===== config.mk =====
export PLATFORM = sky130hd
export DESIGN_NAME = joystick_deadband_velocity_mapper_flat
export DESIGN_NICKNAME = d
export VERILOG_FILES = /design/src/jdvm_pkg.sv /design/src/jdvm_if.sv /design/src/jdvm_lane.sv /design/src/jdvm_merge.sv /design/src/joystick_deadband_velocity_mapper.sv /design/src/flat_wrapper.sv
export SDC_FILE = /design/constraint.sdc
export NUM_CORES = 2
export LEC_CHECK = 0
export ABC_AREA = 1
export ABC_CLOCK_PERIOD_IN_PS = 7600
export BUFFER_PORTS_ARGS = -buffer_cell sky130_fd_sc_hd__buf_2
export CORE_UTILIZATION = 30
export CTS_CLUSTER_DIAMETER = 120
export DETAILED_ROUTE_END_ITERATION = 6
export PLACE_DENSITY = 0.54
export SLEW_MARGIN = 25
export SYNTH_ARGS = -nofsm -noshare
export SYNTH_HDL_FRONTEND = slang
export SYNTH_SLANG_ARGS = --single-unit

===== constraint.sdc =====
create_clock -name clk -period 7.6 [get_ports clk]
set_clock_uncertainty 0.05 [all_clocks]
set_input_delay 1.52 -clock clk [delete_from_list [all_inputs] [get_ports clk]]
set_output_delay 1.52 -clock clk [all_outputs]
set_load 0.005 [all_outputs]

===== src/jdvm_pkg.sv =====
`timescale 1ns / 1ps
// ----------------------------------------------------------------------------
// Joystick deadband velocity mapper package
// Shared widths, configuration register codes, axis map layout and the
// control structs that pass between the lanes, the merge stage and the top.
// ----------------------------------------------------------------------------
package jdvm_pkg;

    localparam int AXIS_W       = 16;
    localparam int AXIS_FIELDS  = 6;
    localparam int NUM_AXES     = 6;
    localparam int AXIS_LIMIT   = (NUM_AXES < AXIS_FIELDS) ? NUM_AXES : AXIS_FIELDS;
    localparam int MASK_BITS    = 16;
    localparam int NUM_BUTTONS  = 16;
    localparam int BUTTON_LIMIT = (NUM_BUTTONS < MASK_BITS) ? NUM_BUTTONS : MASK_BITS;

    localparam int VEL_W        = 17;
    localparam int MAG_W        = 16;
    localparam int PROD_W       = 32;
    localparam int FRAC_SHIFT   = 15;
    localparam int AGE_W        = 16;
    localparam int CFG_IDX_W    = 3;
    localparam int CFG_DATA_W   = 36;
    localparam int NUM_LANES    = 3;

    localparam logic [3:0]        AXIS_OFF   = 4'hF;
    localparam logic [PROD_W:0]   ROUND_BIAS = (PROD_W + 1)'(1 << (FRAC_SHIFT - 1));
    localparam logic [AGE_W-1:0]  AGE_MAX    = '1;

    typedef enum logic [CFG_IDX_W-1:0] {
        REG_DEADMAN = 3'd0,
        REG_TIMEOUT = 3'd1,
        REG_X_MAP   = 3'd2,
        REG_Y_MAP   = 3'd3,
        REG_Z_MAP   = 3'd4
    } cfg_reg_t;

    typedef struct packed {
        logic [15:0] gain;
        logic [14:0] deadband;
        logic        inv;
        logic [3:0]  idx;
    } axis_map_t;

    typedef logic signed [AXIS_W-1:0]    axis_t;
    typedef axis_t [AXIS_FIELDS-1:0]     axis_vec_t;
    typedef logic signed [VEL_W-1:0]     vel_t;

    typedef struct packed {
        logic is_tick;
        logic held;
    } item_ctl_t;

    typedef struct packed {
        logic load_a;
        logic load_b;
    } lane_en_t;

    localparam axis_map_t X_MAP_RST = axis_map_t'(36'd282119360);
    localparam axis_map_t Y_MAP_RST = axis_map_t'(36'd282119361);
    localparam axis_map_t Z_MAP_RST = axis_map_t'(36'd141610178);
    localparam logic signed [4:0] DEADMAN_RST = 5'sd0;
    localparam logic [AGE_W-1:0]  TIMEOUT_RST = 16'd50;

endpackage


===== src/jdvm_if.sv =====
`timescale 1ns / 1ps
// ----------------------------------------------------------------------------
// Joystick mapper channel interfaces
// Sample/tick request channel and velocity result channel, valid/ready.
// ----------------------------------------------------------------------------
interface jdvm_req_if;
    logic              valid;
    logic              ready;
    logic              cmd;
    logic [2:0]        axis_count;
    logic signed [15:0] axis_zero;
    logic signed [15:0] axis_one;
    logic signed [15:0] axis_two;
    logic signed [15:0] axis_three;
    logic signed [15:0] axis_four;
    logic signed [15:0] axis_five;
    logic [15:0]       button_mask;
    logic [4:0]        button_count;

    modport source (
        output valid, cmd, axis_count, axis_zero, axis_one, axis_two,
               axis_three, axis_four, axis_five, button_mask, button_count,
        input  ready
    );
    modport sink (
        input  valid, cmd, axis_count, axis_zero, axis_one, axis_two,
               axis_three, axis_four, axis_five, button_mask, button_count,
        output ready
    );
endinterface

interface jdvm_rsp_if;
    logic              valid;
    logic              ready;
    logic signed [16:0] vel_x;
    logic signed [16:0] vel_y;
    logic signed [16:0] vel_z;
    logic              stale;

    modport source (
        output valid, vel_x, vel_y, vel_z, stale,
        input  ready
    );
    modport sink (
        input  valid, vel_x, vel_y, vel_z, stale,
        output ready
    );
endinterface


===== src/jdvm_lane.sv =====
`timescale 1ns / 1ps
// ----------------------------------------------------------------------------
// Joystick mapper component lane
// Selects the mapped axis, removes the deadband, scales by the gain and
// rounds and saturates the result into one signed velocity component.
// ----------------------------------------------------------------------------
module jdvm_lane (
    input  logic                 clk,
    input  jdvm_pkg::lane_en_t   en,
    input  jdvm_pkg::axis_vec_t  axes,
    input  logic [2:0]           axis_count,
    input  jdvm_pkg::axis_map_t  map,
    output jdvm_pkg::vel_t       vel
);
    import jdvm_pkg::*;

    logic [2:0]         limit;
    logic               present;
    axis_t              a_sel;
    logic [MAG_W-1:0]   a_mag;
    logic               below;
    logic [MAG_W-1:0]   diff_next;

    logic [MAG_W-1:0]   diff_reg;
    logic [15:0]        gain_reg;
    logic               neg_a_reg;
    logic               zero_a_reg;

    logic [PROD_W-1:0]  prod_next;
    logic [PROD_W-1:0]  prod_reg;
    logic               neg_b_reg;
    logic               zero_b_reg;

    logic [PROD_W:0]    rounded;
    logic [MAG_W-1:0]   mag_sat;
    logic [VEL_W-1:0]   mag_ext;

    assign limit   = (axis_count > 3'(AXIS_LIMIT)) ? 3'(AXIS_LIMIT) : axis_count;
    assign present = (map.idx != AXIS_OFF) && (map.idx < {1'b0, limit});

    always_comb
    begin
        a_sel = '0;
        for (int i = 0; i < AXIS_FIELDS; i++)
        begin
            if (map.idx == 4'(i))
            begin
                a_sel = axes[i];
            end
        end
    end

    assign a_mag     = a_sel[AXIS_W-1] ? (~unsigned'(a_sel) + 16'd1) : unsigned'(a_sel);
    assign below     = a_mag < {1'b0, map.deadband};
    assign diff_next = a_mag - {1'b0, map.deadband};

    // stage A: deadband removed
    always_ff @(posedge clk)
    begin
        if (en.load_a)
        begin
            diff_reg   <= diff_next;
            gain_reg   <= map.gain;
            neg_a_reg  <= a_sel[AXIS_W-1] ^ map.inv;
            zero_a_reg <= !present || below;
        end
    end

    assign prod_next = {16'b0, diff_reg} * {16'b0, gain_reg};

    // stage B: scaled
    always_ff @(posedge clk)
    begin
        if (en.load_b)
        begin
            prod_reg   <= prod_next;
            neg_b_reg  <= neg_a_reg;
            zero_b_reg <= zero_a_reg;
        end
    end

    assign rounded = ({1'b0, prod_reg} + ROUND_BIAS) >> FRAC_SHIFT;
    assign mag_sat = (rounded > (PROD_W + 1)'({MAG_W{1'b1}})) ? {MAG_W{1'b1}}
                                                              : rounded[MAG_W-1:0];
    assign mag_ext = {1'b0, mag_sat};
    assign vel     = zero_b_reg ? '0 : (neg_b_reg ? vel_t'(~mag_ext + 17'd1)
                                                  : vel_t'(mag_ext));

endmodule


===== src/jdvm_merge.sv =====
`timescale 1ns / 1ps
// ----------------------------------------------------------------------------
// Joystick mapper merge stage
// Gates the lane results with the deadman, holds the command, tracks the
// sample age and drives the result register on each tick.
// ----------------------------------------------------------------------------
module jdvm_merge (
    input  logic                   clk,
    input  logic                   rst_n,
    input  logic                   valid_b,
    input  jdvm_pkg::item_ctl_t    ctl_b,
    input  jdvm_pkg::vel_t         lane_x,
    input  jdvm_pkg::vel_t         lane_y,
    input  jdvm_pkg::vel_t         lane_z,
    input  logic [15:0]            timeout,
    input  logic                   out_ready,
    output logic                   take,
    output logic                   out_valid,
    output jdvm_pkg::vel_t         out_x,
    output jdvm_pkg::vel_t         out_y,
    output jdvm_pkg::vel_t         out_z,
    output logic                   out_stale
);
    import jdvm_pkg::*;

    vel_t               cmd_x_reg, cmd_y_reg, cmd_z_reg;
    vel_t               cmd_x_next, cmd_y_next, cmd_z_next;
    logic               seen_reg, seen_next;
    logic [AGE_W-1:0]   age_reg, age_next;
    logic               stale;
    logic               out_valid_reg, out_valid_next;
    vel_t               out_x_reg, out_y_reg, out_z_reg;
    logic               out_stale_reg;
    logic               emit;

    assign take  = valid_b && (!ctl_b.is_tick || !out_valid_reg || out_ready);
    assign emit  = take && ctl_b.is_tick;

    always_comb
    begin
        cmd_x_next = cmd_x_reg;
        cmd_y_next = cmd_y_reg;
        cmd_z_next = cmd_z_reg;
        seen_next  = seen_reg;
        age_next   = age_reg;
        stale      = 1'b0;
        if (take)
        begin
            if (!ctl_b.is_tick)
            begin
                seen_next  = 1'b1;
                age_next   = '0;
                cmd_x_next = ctl_b.held ? lane_x : '0;
                cmd_y_next = ctl_b.held ? lane_y : '0;
                cmd_z_next = ctl_b.held ? lane_z : '0;
            end
            else
            begin
                age_next = (age_reg == AGE_MAX) ? age_reg : age_reg + 16'd1;
                stale    = !seen_reg || (age_next > timeout);
                if (stale)
                begin
                    cmd_x_next = '0;
                    cmd_y_next = '0;
                    cmd_z_next = '0;
                end
            end
        end
    end

    assign out_valid_next = emit ? 1'b1 : (out_ready ? 1'b0 : out_valid_reg);

    always_ff @(posedge clk or negedge rst_n)
    begin
        if (!rst_n)
        begin
            cmd_x_reg     <= '0;
            cmd_y_reg     <= '0;
            cmd_z_reg     <= '0;
            seen_reg      <= 1'b0;
            age_reg       <= '0;
            out_valid_reg <= 1'b0;
        end
        else
        begin
            cmd_x_reg     <= cmd_x_next;
            cmd_y_reg     <= cmd_y_next;
            cmd_z_reg     <= cmd_z_next;
            seen_reg      <= seen_next;
            age_reg       <= age_next;
            out_valid_reg <= out_valid_next;
        end
    end

    // result beat
    always_ff @(posedge clk)
    begin
        if (emit)
        begin
            out_x_reg     <= cmd_x_next;
            out_y_reg     <= cmd_y_next;
            out_z_reg     <= cmd_z_next;
            out_stale_reg <= stale;
        end
    end

    assign out_valid = out_valid_reg;
    assign out_x     = out_x_reg;
    assign out_y     = out_y_reg;
    assign out_z     = out_z_reg;
    assign out_stale = out_stale_reg;

endmodule


===== src/joystick_deadband_velocity_mapper.sv =====
`timescale 1ns / 1ps
// ----------------------------------------------------------------------------
// Joystick deadband velocity mapper
// A beat passes lane stages A and B; a tick then fills the result register.
// Throughput: one beat per cycle if rsp is ready; three lanes share each
// beat, a merge stage holds the command, a result register parts the channels.
// Reset: rst_n clears the command, sample age, pipeline valids and loads
// the configuration registers with their defaults.
// ----------------------------------------------------------------------------
module joystick_deadband_velocity_mapper (
    input  logic                             clk,
    input  logic                             rst_n,
    jdvm_req_if.sink                         req,
    jdvm_rsp_if.source                       rsp,
    input  logic                             cfg_we,
    input  logic [jdvm_pkg::CFG_IDX_W-1:0]   cfg_index,
    input  logic [jdvm_pkg::CFG_DATA_W-1:0]  cfg_data
);
    import jdvm_pkg::*;

    logic signed [4:0]  deadman_reg;
    logic [AGE_W-1:0]   timeout_reg;
    axis_map_t          map_reg [NUM_LANES];

    logic               v_a_reg, v_b_reg;
    item_ctl_t          ctl_a_reg, ctl_b_reg;
    item_ctl_t          ctl_in;
    logic               rdy_a, rdy_b, go_a, take;
    lane_en_t           lane_en;
    axis_vec_t          axes;
    logic [4:0]         bcount;
    vel_t               lane_vel [NUM_LANES];

    // configuration
    always_ff @(posedge clk or negedge rst_n)
    begin
        if (!rst_n)
        begin
            deadman_reg <= DEADMAN_RST;
            timeout_reg <= TIMEOUT_RST;
            map_reg[0]  <= X_MAP_RST;
            map_reg[1]  <= Y_MAP_RST;
            map_reg[2]  <= Z_MAP_RST;
        end
        else if (cfg_we)
        begin
            unique case (cfg_reg_t'(cfg_index))
                REG_DEADMAN: deadman_reg <= signed'(cfg_data[4:0]);
                REG_TIMEOUT: timeout_reg <= cfg_data[AGE_W-1:0];
                REG_X_MAP:   map_reg[0]  <= axis_map_t'(cfg_data);
                REG_Y_MAP:   map_reg[1]  <= axis_map_t'(cfg_data);
                REG_Z_MAP:   map_reg[2]  <= axis_map_t'(cfg_data);
                default:     ;
            endcase
        end
    end

    // deadman check on entry
    assign bcount = (req.button_count > 5'(BUTTON_LIMIT)) ? 5'(BUTTON_LIMIT)
                                                          : req.button_count;
    assign ctl_in.is_tick = req.cmd;
    assign ctl_in.held    = !deadman_reg[4]
                            && ({1'b0, deadman_reg[3:0]} < bcount)
                            && req.button_mask[deadman_reg[3:0]];

    assign axes = {req.axis_five, req.axis_four, req.axis_three,
                   req.axis_two, req.axis_one, req.axis_zero};

    // pipeline flow
    assign rdy_b  = !v_b_reg || take;
    assign rdy_a  = !v_a_reg || rdy_b;
    assign go_a   = v_a_reg && rdy_b;
    assign lane_en.load_a = req.valid && rdy_a;
    assign lane_en.load_b = go_a;
    assign req.ready = rdy_a;

    always_ff @(posedge clk or negedge rst_n)
    begin
        if (!rst_n)
        begin
            v_a_reg <= 1'b0;
            v_b_reg <= 1'b0;
        end
        else
        begin
            if (rdy_a)
            begin
                v_a_reg <= req.valid;
            end
            if (rdy_b)
            begin
                v_b_reg <= v_a_reg;
            end
        end
    end

    always_ff @(posedge clk)
    begin
        if (lane_en.load_a)
        begin
            ctl_a_reg <= ctl_in;
        end
        if (lane_en.load_b)
        begin
            ctl_b_reg <= ctl_a_reg;
        end
    end

    for (genvar g = 0; g < NUM_LANES; g++)
    begin : lane_g
        jdvm_lane u_lane (
            .clk        (clk),
            .en         (lane_en),
            .axes       (axes),
            .axis_count (req.axis_count),
            .map        (map_reg[g]),
            .vel        (lane_vel[g])
        );
    end

    jdvm_merge u_merge (
        .clk       (clk),
        .rst_n     (rst_n),
        .valid_b   (v_b_reg),
        .ctl_b     (ctl_b_reg),
        .lane_x    (lane_vel[0]),
        .lane_y    (lane_vel[1]),
        .lane_z    (lane_vel[2]),
        .timeout   (timeout_reg),
        .out_ready (rsp.ready),
        .take      (take),
        .out_valid (rsp.valid),
        .out_x     (rsp.vel_x),
        .out_y     (rsp.vel_y),
        .out_z     (rsp.vel_z),
        .out_stale (rsp.stale)
    );

    a_stale_zero: assert property (@(posedge clk) disable iff (!rst_n)
        rsp.valid && rsp.stale |-> rsp.vel_x == '0 && rsp.vel_y == '0 && rsp.vel_z == '0)
        else $error("stale beat carries a nonzero command");

    a_vel_range: assert property (@(posedge clk) disable iff (!rst_n)
        rsp.valid |-> rsp.vel_x != 17'h10000 && rsp.vel_y != 17'h10000
                      && rsp.vel_z != 17'h10000)
        else $error("velocity beyond saturation limit");

    a_stage_hold: assert property (@(posedge clk) disable iff (!rst_n)
        v_b_reg && !take |=> v_b_reg && $stable(ctl_b_reg))
        else $error("stalled merge entry lost");

endmodule


===== src/flat_wrapper.sv =====
// flat-port wrapper written by rule: the top's interface ports become plain ports
module joystick_deadband_velocity_mapper_flat import jdvm_pkg::*;
  (clk, rst_n, cfg_we, cfg_index, cfg_data, req_valid, req_cmd, req_axis_count, req_axis_zero, req_axis_one, req_axis_two, req_axis_three, req_axis_four, req_axis_five, req_button_mask, req_button_count, req_ready, rsp_valid, rsp_vel_x, rsp_vel_y, rsp_vel_z, rsp_stale, rsp_ready);
  jdvm_req_if req_i ();
  jdvm_rsp_if rsp_i ();
  input  logic clk;
  input  logic rst_n;
  input  logic cfg_we;
  input  logic [jdvm_pkg::CFG_IDX_W-1:0] cfg_index;
  input  logic [jdvm_pkg::CFG_DATA_W-1:0] cfg_data;
  input wire logic [$bits(req_i.valid)-1:0] req_valid;
  input wire logic [$bits(req_i.cmd)-1:0] req_cmd;
  input wire logic [$bits(req_i.axis_count)-1:0] req_axis_count;
  input wire logic [$bits(req_i.axis_zero)-1:0] req_axis_zero;
  input wire logic [$bits(req_i.axis_one)-1:0] req_axis_one;
  input wire logic [$bits(req_i.axis_two)-1:0] req_axis_two;
  input wire logic [$bits(req_i.axis_three)-1:0] req_axis_three;
  input wire logic [$bits(req_i.axis_four)-1:0] req_axis_four;
  input wire logic [$bits(req_i.axis_five)-1:0] req_axis_five;
  input wire logic [$bits(req_i.button_mask)-1:0] req_button_mask;
  input wire logic [$bits(req_i.button_count)-1:0] req_button_count;
  output wire logic [$bits(req_i.ready)-1:0] req_ready;
  output wire logic [$bits(rsp_i.valid)-1:0] rsp_valid;
  output wire logic [$bits(rsp_i.vel_x)-1:0] rsp_vel_x;
  output wire logic [$bits(rsp_i.vel_y)-1:0] rsp_vel_y;
  output wire logic [$bits(rsp_i.vel_z)-1:0] rsp_vel_z;
  output wire logic [$bits(rsp_i.stale)-1:0] rsp_stale;
  input wire logic [$bits(rsp_i.ready)-1:0] rsp_ready;
  assign req_i.valid = req_valid;
  assign req_i.cmd = req_cmd;
  assign req_i.axis_count = req_axis_count;
  assign req_i.axis_zero = req_axis_zero;
  assign req_i.axis_one = req_axis_one;
  assign req_i.axis_two = req_axis_two;
  assign req_i.axis_three = req_axis_three;
  assign req_i.axis_four = req_axis_four;
  assign req_i.axis_five = req_axis_five;
  assign req_i.button_mask = req_button_mask;
  assign req_i.button_count = req_button_count;
  assign req_ready = req_i.ready;
  assign rsp_valid = rsp_i.valid;
  assign rsp_vel_x = rsp_i.vel_x;
  assign rsp_vel_y = rsp_i.vel_y;
  assign rsp_vel_z = rsp_i.vel_z;
  assign rsp_stale = rsp_i.stale;
  assign rsp_i.ready = rsp_ready;
  joystick_deadband_velocity_mapper u_core (.clk(clk), .rst_n(rst_n), .req(req_i), .rsp(rsp_i), .cfg_we(cfg_we), .cfg_index(cfg_index), .cfg_data(cfg_data));
endmodule

==> impl_results.md <==
- Status: completed
- Iteration-0 DRC Markers: 3138
- Vias in the first global route: 41300
- Initial antenna violation count: 20
- DP Wirelength: 119000 µm
- Fin. max-slew vios: 0
- Crit end category: flip-flop
- Worst EP arrival: approximately 6.7 ns
- Final hold viol count: 0
- Fmax achieved: between 150 and 200 MHz
- Initial core utilization: between 30% and 40%
- Clock buffer depth: 3
- Site Rows: approximately 150
- Max FFs per register: 108
- Most used DFF post-synth: edfxtp_1
- P&R area growth vs syn: 9.85%
- Post-CTS setup buffer count: 0
- Synth top area share: between 20% and 30%
- Final setup viols: 0
- Number of synthesized register bits: 418
- CTS tree: done
- Clk_lat worst skew: 0.65 ns
- Final Cell Area: between 0.05 and 0.06 mm²
- Worst setup path category: flip-flop to flip-flop
- MaxCap Viol Count: 0
- Layout fillers: 17600
- Worst Setup Start Kind: flip-flop
- Clock period minus worst slack: roughly 6.4 ns
- Core Region: between 0.15 and 0.2 mm²
- CTS H-tree depth: 2
- Dominant cell type by area after synthesis: fa_1
- CTS sink cnt: between 400 and 500
- Die width: between 400 and 500 µm
- CTS resizes: 0
- Post-synth EDFFs: 218
- CP max stage cell: edfxtp_1
- Total CTS buffers: 53
- Final Cycle Share: a little over four fifths
- Die H: 409 µm
- Hold buffer count at CTS: 0
- Clock-pin slew on the worst setup and hold paths: about 0.06 ns
- GRT overflow: 0
- Netlist cell types: 59
- First-pass DRT Iterations: 6
- Synth async-reset ratio: 47.8%
- DRC: 0
- Seq/Total Area, Yosys: around a quarter
- Worst-margin pin slew: 1.15 ns
- CP max FO: 16
- Placed inst area: approximately 0.053 mm²
- HP Class: flip-flop to flip-flop
- Synth top area cells: fa_1 (23%), edfxtp_1 (13%), nand2_1 (13%)
- Ports: 219
- Final core utilization: 33.1%
- DRT Wirelength: approximately 150000 µm
- Syn nets: approximately 7500
- GRT Total Usage: 17.8%
- Synth warnings: 0
- Total negative slack: 0 ns
- Syn avg cell area: 7.80 µm²
- DIE AREA: 0.167 mm²
- Nets: ~7600
- Worst EP required: between 7 and 8 ns
- Average vias per placed instance: 4.66
- RSZ-0062 raised after global routing: no
- Pin count of the biggest net entering global routing: 122
- Synthesized cell area: between 0.04 and 0.05 mm²
- Post-Synthesis Cells: 6375
- Root Buffer: clkbuf_16
- Critical-path cell list: nand2_1 -> fa_1 -> inv_1 -> fa_1 -> fa_1 -> fa_1 -> fa_1 -> inv_1 -> fa_1 -> inv_1 -> ha_1 -> nand2_1 -> nor4_1 -> nand4_1 -> nand3_1 -> nand2_1 -> nand2_1 -> nand2_1 -> nand2_1 -> xor2_1
- Fraction of layout cells with a size suffix above 1: ~7.2%
- First-pass GRT wire length: 235000 µm
- WL per Instance: about 17 µm
- Hold WS: 0.370 ns
- Largest stage delay, worst path: ~0.92 ns
- Post-route ant nets: 0
- Relative slew slack: between 20% and 30%
- Via count: 40400
- Port bufs: approximately 220
- GP Congestion: approximately 0.9
-- cells in the final DEF, fill, tap and decap left out, drive strengths merged, types with 16 or more instances in the layout --
master / n
nor2: 373
nand4: 69
nand3: 172
nor3: 43
dfstp: 35
xor2: 116
ha: 383
buf: 240
dfrtp: 165
nand2: 1690
xnor2: 35
o21bai: 16
a21oi: 215
inv: 1524
nand3b: 19
o21ai: 300
o22ai: 62
fa: 582
edfxtp: 218
clkbuf: 69
clkinv: 19
-- worst max-delay path, delay by kind of cell, from the launching register on --
kind | cells | cell delay [ns]
XOR/XNOR | 1 | 0.06
flip-flops | 1 | 0.92
adder cells (fa/ha/maj) | 7 | 3.43
buffers and inverters | 3 | 0.15
AND/OR/NAND/NOR | 9 | 1.45
-- synth_stat cells, drive strengths merged (2+ instances only) --
| library cell | instances |
|---|---|
| fa | 582 |
| clkbuf | 220 |
| a211oi | 9 |
| o21ai | 300 |
| a31oi | 13 |
| edfxtp | 218 |
| o21a | 7 |
| a21boi | 8 |
| a31o | 3 |
| xor2 | 116 |
| nand3 | 172 |
| nor3b | 2 |
| nand2 | 1690 |
| o21bai | 16 |
| dfrtp | 165 |
| nor3 | 43 |
| o31ai | 2 |
| ha | 383 |
| o221ai | 9 |
| a21oi | 215 |
| inv | 1519 |
| o211ai | 6 |
| xnor2 | 35 |
| nand3b | 19 |
| nor4 | 10 |
| nand4 | 69 |
| buf | 29 |
| a2111oi | 2 |
| or2 | 11 |
| and2 | 3 |
| nor2 | 373 |
| clkinv | 3 |
| o2111ai | 3 |
| a221oi | 9 |
| dfstp | 35 |
| a21o | 8 |
| o41ai | 2 |
| o22ai | 62 |
-- worst paths after layout --
kind / start / endpoint / slack [ns] / cells past startpoint
max in group asynchronous: rst_n / u_core.deadman_reg[2] / 5.37 / 2
max reg2reg: u_core.lane_g[0].u_lane.diff_reg[9] / u_core.lane_g[0].u_lane.prod_reg[26] / 1.24 / 20
max: u_core.lane_g[0].u_lane.diff_reg[9] / u_core.lane_g[0].u_lane.prod_reg[26] / 1.24 / 20
min in group asynchronous: rst_n / u_core.u_merge.cmd_z_reg[15] / 0.82 / 1
min reg2reg: u_core.ctl_a_reg[1] / u_core.ctl_b_reg[1] / 0.37 / 0
min: u_core.ctl_a_reg[1] / u_core.ctl_b_reg[1] / 0.37 / 0
-- logic make-up after synthesis --
kind of cell    synth area share (%)
compound gates                  7.57
xor+xnor                        2.66
fa+ha+maj                       33.1
buf+inv                         13.5
flops                           23.3
simple gates                    19.9
-- per-layer routing --
| layer | vias to the layer above | part of all wire, % | track usage [%] |
|---|---|---|---|
| met4 | 8 | 2.2 | 4.35 |
| met5 | - | 0.039 | 0 |
| met3 | 212 | 5.6 | 2.30 |
| li1 | 19400 | - | - |
| met1 | 19600 | 47 | 24.9 |
| met2 | 1145 | 45 | 29.0 |
-- metrics by stage --
stage | cells | worst slack, ns
floorplan | 6375 | 0.881
global placement | 8554 | 1.36
detailed placement | 8554 | 1.30
CTS | 8654 | 1.28
global route | 8656 | 0.955
finish | 8656 | 1.24
-- cell type report --
type / instances / area, µm² / share of cell area, %
clock buffer: 69 / 1460 / 2.67
sequential: 418 / 11600 / 21.2
inverter: 1522 / 5710 / 10.5
antenna: 1 / 2.50 / 0.00458
multi-input combinational: 4186 / 31400 / 57.6
clock inverter: 31 / 385 / 0.706
timing repair buffer: 240 / 1280 / 2.35
tap: 2189 / 2740 / 5.02
Power is not shown: default switching activity piles up to over one toggle a cycle in this logic, so the estimate is an artifact.
